## src/rtl/vsr_pkg.sv

```systemverilog
// Shared types, constants and scroll helpers for the video scroll/timing register unit.
`default_nettype none

package vsr_pkg;

	localparam int OAM_BYTES = 256;
	localparam int OAM_AW    = $clog2(OAM_BYTES);

	localparam logic [1:0] OP_TICK  = 2'd0;
	localparam logic [1:0] OP_READ  = 2'd1;
	localparam logic [1:0] OP_WRITE = 2'd2;

	localparam logic [2:0] REG_CTRL   = 3'd0;
	localparam logic [2:0] REG_MASK   = 3'd1;
	localparam logic [2:0] REG_STATUS = 3'd2;
	localparam logic [2:0] REG_OAMADR = 3'd3;
	localparam logic [2:0] REG_OAMDAT = 3'd4;
	localparam logic [2:0] REG_SCROLL = 3'd5;
	localparam logic [2:0] REG_ADDR   = 3'd6;
	localparam logic [2:0] REG_DATA   = 3'd7;

	localparam logic [9:0]        DOTS_PER_LINE = 10'd341;
	localparam logic signed [9:0] LINE_PRE      = -10'sd1;
	localparam logic signed [9:0] LINE_VBLANK   = 10'sd241;
	localparam logic signed [9:0] LINE_WRAP     = 10'sd261;
	localparam logic signed [9:0] LINE_VISIBLE  = 10'sd240;
	localparam logic [8:0]        DOT_VCOPY_LO  = 9'd280;
	localparam logic [8:0]        DOT_VCOPY_HI  = 9'd304;
	localparam logic [8:0]        DOT_FINE_Y    = 9'd256;
	localparam logic [8:0]        DOT_HCOPY     = 9'd257;
	localparam logic [8:0]        DOT_SKIP      = 9'd339;
	localparam logic [8:0]        DOT_LAST      = 9'd340;

	localparam logic [14:0] HORIZ_BITS = 15'h041F;
	localparam logic [14:0] VERT_BITS  = 15'h7BE0;

	typedef struct packed {
		logic [1:0] operation;
		logic [2:0] reg_index;
		logic [7:0] write_data;
	} cmd_item_t;

	typedef struct packed {
		logic [7:0]        read_data;
		logic [14:0]       vram_addr;
		logic [2:0]        fine_x;
		logic              mem_access;
		logic [13:0]       mem_addr;
		logic              mem_write;
		logic              nmi_request;
		logic              frame_done;
		logic signed [9:0] scanline;
		logic [8:0]        dot;
	} res_item_t;

	typedef struct packed {
		logic              we;
		logic [OAM_AW-1:0] waddr;
		logic [7:0]        wdata;
		logic [OAM_AW-1:0] raddr;
	} oam_req_t;

	function automatic logic [14:0] coarse_x_inc(input logic [14:0] v);
		logic [14:0] r;
		r = v;
		if (v[4:0] == 5'd31) begin
			r[4:0] = 5'd0;
			r[10]  = ~v[10];
		end else begin
			r[4:0] = v[4:0] + 5'd1;
		end
		return r;
	endfunction

	function automatic logic [14:0] fine_y_inc(input logic [14:0] v);
		logic [14:0] r;
		logic [4:0]  row;
		r   = v;
		row = v[9:5];
		if (v[14:12] != 3'd7) begin
			r[14:12] = v[14:12] + 3'd1;
		end else begin
			r[14:12] = 3'd0;
			if (row == 5'd29) begin
				row   = 5'd0;
				r[11] = ~v[11];
			end else if (row == 5'd31) begin
				row = 5'd0;
			end else begin
				row = row + 5'd1;
			end
			r[9:5] = row;
		end
		return r;
	endfunction

endpackage

`default_nettype wire

```

## src/rtl/vsr_state.sv

```systemverilog
// Register file, scroll address and dot/line timing: next-state logic and state registers.
`default_nettype none

module vsr_state
	import vsr_pkg::*;
(
	input  wire logic      clk,
	input  wire logic      arst_n,
	input  wire logic      fire,
	input  wire cmd_item_t cmd,
	input  wire logic [7:0] oam_rdata,
	output oam_req_t       oam_req,
	output res_item_t      res
);

	logic [7:0]        ctrl_q, ctrl_d;
	logic [7:0]        mask_q, mask_d;
	logic              vbl_q, vbl_d;
	logic              tgl_q, tgl_d;
	logic [14:0]       cur_q, cur_d;
	logic [14:0]       tmp_q, tmp_d;
	logic [2:0]        fx_q, fx_d;
	logic [OAM_AW-1:0] ptr_q, ptr_d;
	logic signed [9:0] line_q, line_d;
	logic [8:0]        dot_q, dot_d;
	logic              odd_q, odd_d;

	logic              rendering;
	logic              pre_line;
	logic [9:0]        dot_inc;
	logic [14:0]       step_inc;
	logic [7:0]        d;

	assign d         = cmd.write_data;
	assign rendering = mask_q[3] | mask_q[4];
	assign pre_line  = (line_q == LINE_PRE);
	assign dot_inc   = {1'b0, dot_q} + 10'd1;
	assign step_inc  = ctrl_q[2] ? 15'd32 : 15'd1;

	always_comb begin
		ctrl_d = ctrl_q;
		mask_d = mask_q;
		vbl_d  = vbl_q;
		tgl_d  = tgl_q;
		cur_d  = cur_q;
		tmp_d  = tmp_q;
		fx_d   = fx_q;
		ptr_d  = ptr_q;
		line_d = line_q;
		dot_d  = dot_q;
		odd_d  = odd_q;

		res             = '0;
		oam_req.we      = 1'b0;
		oam_req.waddr   = ptr_q;
		oam_req.wdata   = d;

		case (cmd.operation)
			OP_TICK: begin
				if (pre_line && dot_q == 9'd1) begin
					vbl_d = 1'b0;
				end
				if (rendering) begin
					if (pre_line && dot_q >= DOT_VCOPY_LO && dot_q <= DOT_VCOPY_HI) begin
						cur_d = (cur_q & HORIZ_BITS) | (tmp_q & VERT_BITS);
					end
					if (line_q >= LINE_PRE && line_q < LINE_VISIBLE) begin
						if (dot_q != 9'd0 && dot_q <= DOT_FINE_Y && dot_q[2:0] == 3'd0) begin
							cur_d = coarse_x_inc(cur_d);
						end
						if (dot_q == DOT_FINE_Y) begin
							cur_d = fine_y_inc(cur_d);
						end
						if (dot_q == DOT_HCOPY) begin
							cur_d = (cur_q & VERT_BITS) | (tmp_q & HORIZ_BITS);
						end
					end
				end
				dot_d = dot_inc[8:0];
				if (dot_inc >= DOTS_PER_LINE) begin
					dot_d  = 9'd0;
					line_d = line_q + 10'sd1;
					if (line_d == LINE_VBLANK) begin
						vbl_d          = 1'b1;
						res.frame_done = 1'b1;
						res.nmi_request = ctrl_q[7];
					end else if (line_d >= LINE_WRAP) begin
						line_d = LINE_PRE;
						odd_d  = ~odd_q;
					end
				end
				// odd frames drop one pre-render dot while rendering
				if (line_d == LINE_PRE && dot_d == DOT_SKIP && rendering && odd_d) begin
					dot_d = DOT_LAST;
				end
			end
			OP_READ: begin
				case (cmd.reg_index)
					REG_STATUS: begin
						res.read_data = {vbl_q, 7'd0};
						vbl_d = 1'b0;
						tgl_d = 1'b0;
					end
					REG_OAMDAT: begin
						res.read_data = oam_rdata;
					end
					REG_DATA: begin
						res.mem_access = 1'b1;
						res.mem_addr   = cur_q[13:0];
						cur_d          = cur_q + step_inc;
					end
					default: begin
					end
				endcase
			end
			OP_WRITE: begin
				case (cmd.reg_index)
					REG_CTRL: begin
						ctrl_d        = d;
						tmp_d[11:10]  = d[1:0];
						res.nmi_request = ~ctrl_q[7] & d[7] & vbl_q;
					end
					REG_MASK: begin
						mask_d = d;
					end
					REG_OAMADR: begin
						ptr_d = d[OAM_AW-1:0];
					end
					REG_OAMDAT: begin
						oam_req.we = 1'b1;
						ptr_d      = ptr_q + OAM_AW'(1);
					end
					REG_SCROLL: begin
						if (!tgl_q) begin
							fx_d       = d[2:0];
							tmp_d[4:0] = d[7:3];
							tgl_d      = 1'b1;
						end else begin
							tmp_d[14:12] = d[2:0];
							tmp_d[9:5]   = d[7:3];
							tgl_d        = 1'b0;
						end
					end
					REG_ADDR: begin
						if (!tgl_q) begin
							tmp_d[14]   = 1'b0;
							tmp_d[13:8] = d[5:0];
							tgl_d       = 1'b1;
						end else begin
							tmp_d[7:0] = d;
							cur_d      = {tmp_q[14:8], d};
							tgl_d      = 1'b0;
						end
					end
					REG_DATA: begin
						res.mem_access = 1'b1;
						res.mem_write  = 1'b1;
						res.mem_addr   = cur_q[13:0];
						cur_d          = cur_q + step_inc;
					end
					default: begin
					end
				endcase
			end
			default: begin
			end
		endcase

		res.vram_addr = cur_d;
		res.fine_x    = fx_d;
		res.scanline  = line_d;
		res.dot       = dot_d;

		oam_req.we    = oam_req.we & fire;
		// read port tracks the pointer as it stands after this edge
		oam_req.raddr = fire ? ptr_d : ptr_q;
	end

	always_ff @(posedge clk or negedge arst_n) begin
		if (!arst_n) begin
			ctrl_q <= '0;
			mask_q <= '0;
			vbl_q  <= 1'b0;
			tgl_q  <= 1'b0;
			cur_q  <= '0;
			tmp_q  <= '0;
			fx_q   <= '0;
			ptr_q  <= '0;
			line_q <= LINE_PRE;
			dot_q  <= '0;
			odd_q  <= 1'b0;
		end else if (fire) begin
			ctrl_q <= ctrl_d;
			mask_q <= mask_d;
			vbl_q  <= vbl_d;
			tgl_q  <= tgl_d;
			cur_q  <= cur_d;
			tmp_q  <= tmp_d;
			fx_q   <= fx_d;
			ptr_q  <= ptr_d;
			line_q <= line_d;
			dot_q  <= dot_d;
			odd_q  <= odd_d;
		end
	end

endmodule

`default_nettype wire

```

## config.mk

```make
export PLATFORM = sky130hd
export DESIGN_NAME = vsr_state
export DESIGN_NICKNAME = d
export VERILOG_FILES = /design/src/rtl/vsr_pkg.sv /design/src/rtl/vsr_state.sv
export SDC_FILE = /design/constraint.sdc
export NUM_CORES = 1
export LEC_CHECK = 0
export BUFFER_PORTS_ARGS = -buffer_cell sky130_fd_sc_hd__buf_4
export CORE_UTILIZATION = 39
export CTS_CLUSTER_SIZE = 14
export DETAILED_ROUTE_END_ITERATION = 10
export PLACE_DENSITY = 0.7
export SYNTH_ARGS = -nofsm -noshare
export SYNTH_HDL_FRONTEND = slang
export SYNTH_SLANG_ARGS = --single-unit
```

## constraint.sdc

```tcl
create_clock -name clk -period 10.1 [get_ports clk]
set_input_delay 0.505 -clock clk [delete_from_list [all_inputs] [get_ports clk]]
set_output_delay 0.505 -clock clk [all_outputs]
set_load 0.03 [all_outputs]
```

==> results.json <==
{
  "yosysMostFrequentCell": "nor2_1",
  "syn_nets": 960,
  "drt_iter0_markers": 859,
  "ys_seq_elements": 67,
  "fp.dieH_um": 134,
  "hold_class": "in2async",
  "cp.required_ns": 9.60,
  "syn_inst": 915,
  "start_util_pct": 40.3,
  "placementRows": 47,
  "maxSlewHeadroom_pct": 39.3,
  "synth_top_area_share_pct": 21.1,
  "die_area_um2": 17900,
  "yosys.area.top_type": "dfrtp_1",
  "cts_made_buffers": 9,
  "period_share_pct": 48.8,
  "cts_buffer_depth": 2,
  "path_class": "reg2out",
  "vias": 7385,
  "dp_hpwl_um": 16300,
  "avgSynthCellArea_um2": 7.38,
  "end_kind": "output port",
  "finalMaxSlewViolations": 0,
  "drive_above_1_share_pct": 19.8,
  "p_leak_nw": 3.26,
  "grt_pass1_wl_um": 36100,
  "viasPerCell": 6.21,
  "gp_congestion": 0.898,
  "totalWireLength_um": 22800,
  "yosys-top-cells-area": "dfrtp_1, nor2_1, nand2_1",
  "synth_edf_count": 0,
  "period_minus_slack_ns": 4.93,
  "status": "finished clean",
  "final_nets": 1009,
  "fin_util_pct": 47.0,
  "synth_common_cells": "nor2_1, nand2_1, o21ai_0",
  "post_cts_buffers": 0,
  "seq_area_frac_synth_pct": 25.0,
  "antenna_found_initial": 0,
  "finalSetupViolCount": 0,
  "finalSetupTns_ns": 0,
  "max_freq_ghz": 0.203,
  "antenna_cells": 0,
  "ys.warnings.count": 0,
  "grt_pass1_vias": 6582,
  "cp-start-kind": "flop",
  "synthToLayoutAreaGrowth_pct": 16.7,
  "cap_violations": 0,
  "die_width_um": 134,
  "tightest_slew_ns": 0.910,
  "cp_data_arrival_time_ns": 4.42,
  "postCtsHoldBufs": 0,
  "hold_viol": 0,
  "wl_per_cell_um": 19.2,
  "grt_max_degree": 68,
  "cts-root-buf": "clkbuf_16",
  "insertion_delay_ns": 0.35,
  "drc": 0,
  "route.antenna.remaining_nets": 0,
  "overflow": 0,
  "rsz0062_at_grt": "no",
  "synthDistinctLibCells": 78,
  "io_buffers": 111,
  "ctsResizeCount": 0,
  "nFillCells": 1640,
  "synth_ff_type": "dfrtp_1",
  "gr-usage-all-layers_pct": 25.5,
  "ff2ff_path_depth": 13,
  "cts_sinks": 67,
  "total_power_mw": 1.36,
  "coreArea_um2": 16800,
  "dr.pass1.iters": 6,
  "ioPinCount": 112,
  "p_per_area_nw_per_um2": 172,
  "syn-cell-area_um2": 6760,
  "synth_async_sr_flop_share_pct": 100,
  "ir_worst_vdd_uv": 85.2,
  "htreeDepth": 3,
  "cts_tree": "done",
  "finClkSkew_ns": 0.00990,
  "critical_path.max_fanout": 17,
  "path_clk_slew_ns": 0.07
}
## path summary, 6_finish.rpt
check | start | to | slack, ns
min in group clk | cmd[2] | ctrl_q[2] | 0.48
max in group asynchronous | arst_n | tmp_q[0] | 9.23
min | arst_n | cur_q[10] | 0.29
min reg2reg | odd_q | odd_q | 0.50
max | line_q[0] | res[48] | 5.17
max reg2reg | line_q[0] | cur_q[11] | 6.11
## per-layer routing
| metal | GRT usage [%] | wire length [um] | vias to the layer above |
|---|---|---|---|
| met3 | 4.34 | 2010 | 23 |
| li1 | - | - | 3494 |
| met1 | 37.2 | 10300 | 3515 |
| met2 | 38.4 | 10100 | 353 |
| met4 | 7.26 | 355 | 0 |
| met5 | 0 | 0 | - |
## kinds of logic (layout without fill, tap and decap cells)
family | after synthesis | in the layout | synth area share (%)
AOI/OAI and AO/OA | 290 | 290 | 29.3
xor gates and xnor gates | 15 | 15 | 1.94
adders and majority gates | 21 | 21 | 3.89
buffers and inverters | 113 | 167 | 7.17
DFF | 67 | 67 | 25.0
muxes | 23 | 23 | 3.63
and+or+nand+nor | 386 | 386 | 29.0
## power breakdown
group / switching, mW / total, mW / internal (mW) / leakage [nW]
Clock: 0.145 / 0.367 / 0.222 / 0.160
Sequential: 0.131 / 0.452 / 0.321 / 0.817
Combinational: 0.325 / 0.536 / 0.211 / 2.28
## stage by stage
| stage | instances | setup slack (ns) | hold WS [ns] | cell area (um2) |
|---|---|---|---|---|
| final | 1189 | 5.17 | 0.291 | 7890 |
| after global routing | 1189 | 4.69 | 0.371 | 7890 |
| after CTS | 1189 | 5.18 | 0.330 | 7890 |
| after detailed placement | 1173 | 5.55 | 0.501 | 7550 |
| after global placement | 1173 | 5.70 | 0.488 | 7550 |
| after floorplan | 915 | 5.94 | 0.209 | 6760 |
## critical path, stage by stage, from the launching register on
cell and delay [ns]:
dfstp_2 0.61, ha_1 0.29, nand3_1 0.24, nor4_4 0.41, nand2_2 0.30, mux2_2 0.34, ha_1 0.14, ha_1 0.16
nand2_1 0.09, nor3_1 0.33, nand3_1 0.13, a2111oi_0 0.42, o21ai_0 0.16, o21ai_0 0.24, buf_4 0.21
## flip-flops by register name, summed over array words and instances (netlist names)
signal	cells
cur_q	15
fx_q	3
odd_q	1
vbl_q	1
ptr_q	8
tgl_q	1
dot_q	9
line_q	10
tmp_q	15
ctrl_q	2
mask_q	2
## layout by cell type (no fill, tap or decap), types with 6 or more instances in the layout
cell,n
a21oi_1,54
a221o_1,6
a22o_1,7
a22oi_1,8
a31oi_1,34
and2_1,27
and3_1,14
buf_4,117
clkbuf_16,9
dfrtp_1,57
dfstp_2,10
ha_1,21
inv_1,33
mux2_2,12
mux2i_1,11
nand2_1,90
nand2b_1,14
nand3_1,39
nand4_1,12
nor2_1,98
nor2b_1,12
nor3_1,27
nor4_1,7
o211ai_1,13
o21ai_0,60
o221a_2,15
o22ai_1,15
o31ai_1,8
or2_2,6
or3_1,7
xnor2_1,14
## layout make-up
cell class                      instances  area [um2]  area share, %
Clock buffer                            9         225           2.86
Clock inverter                          7         108           1.36
Inverter                               34         128           1.62
Multi-Input combinational cell        735        4580           58.1
Sequential cell                        67        1690           21.4
Tap cell                              220         275           3.49
Timing Repair Buffer                  117         878           11.1
No activity file was read; power rests on OpenSTA's default activity.
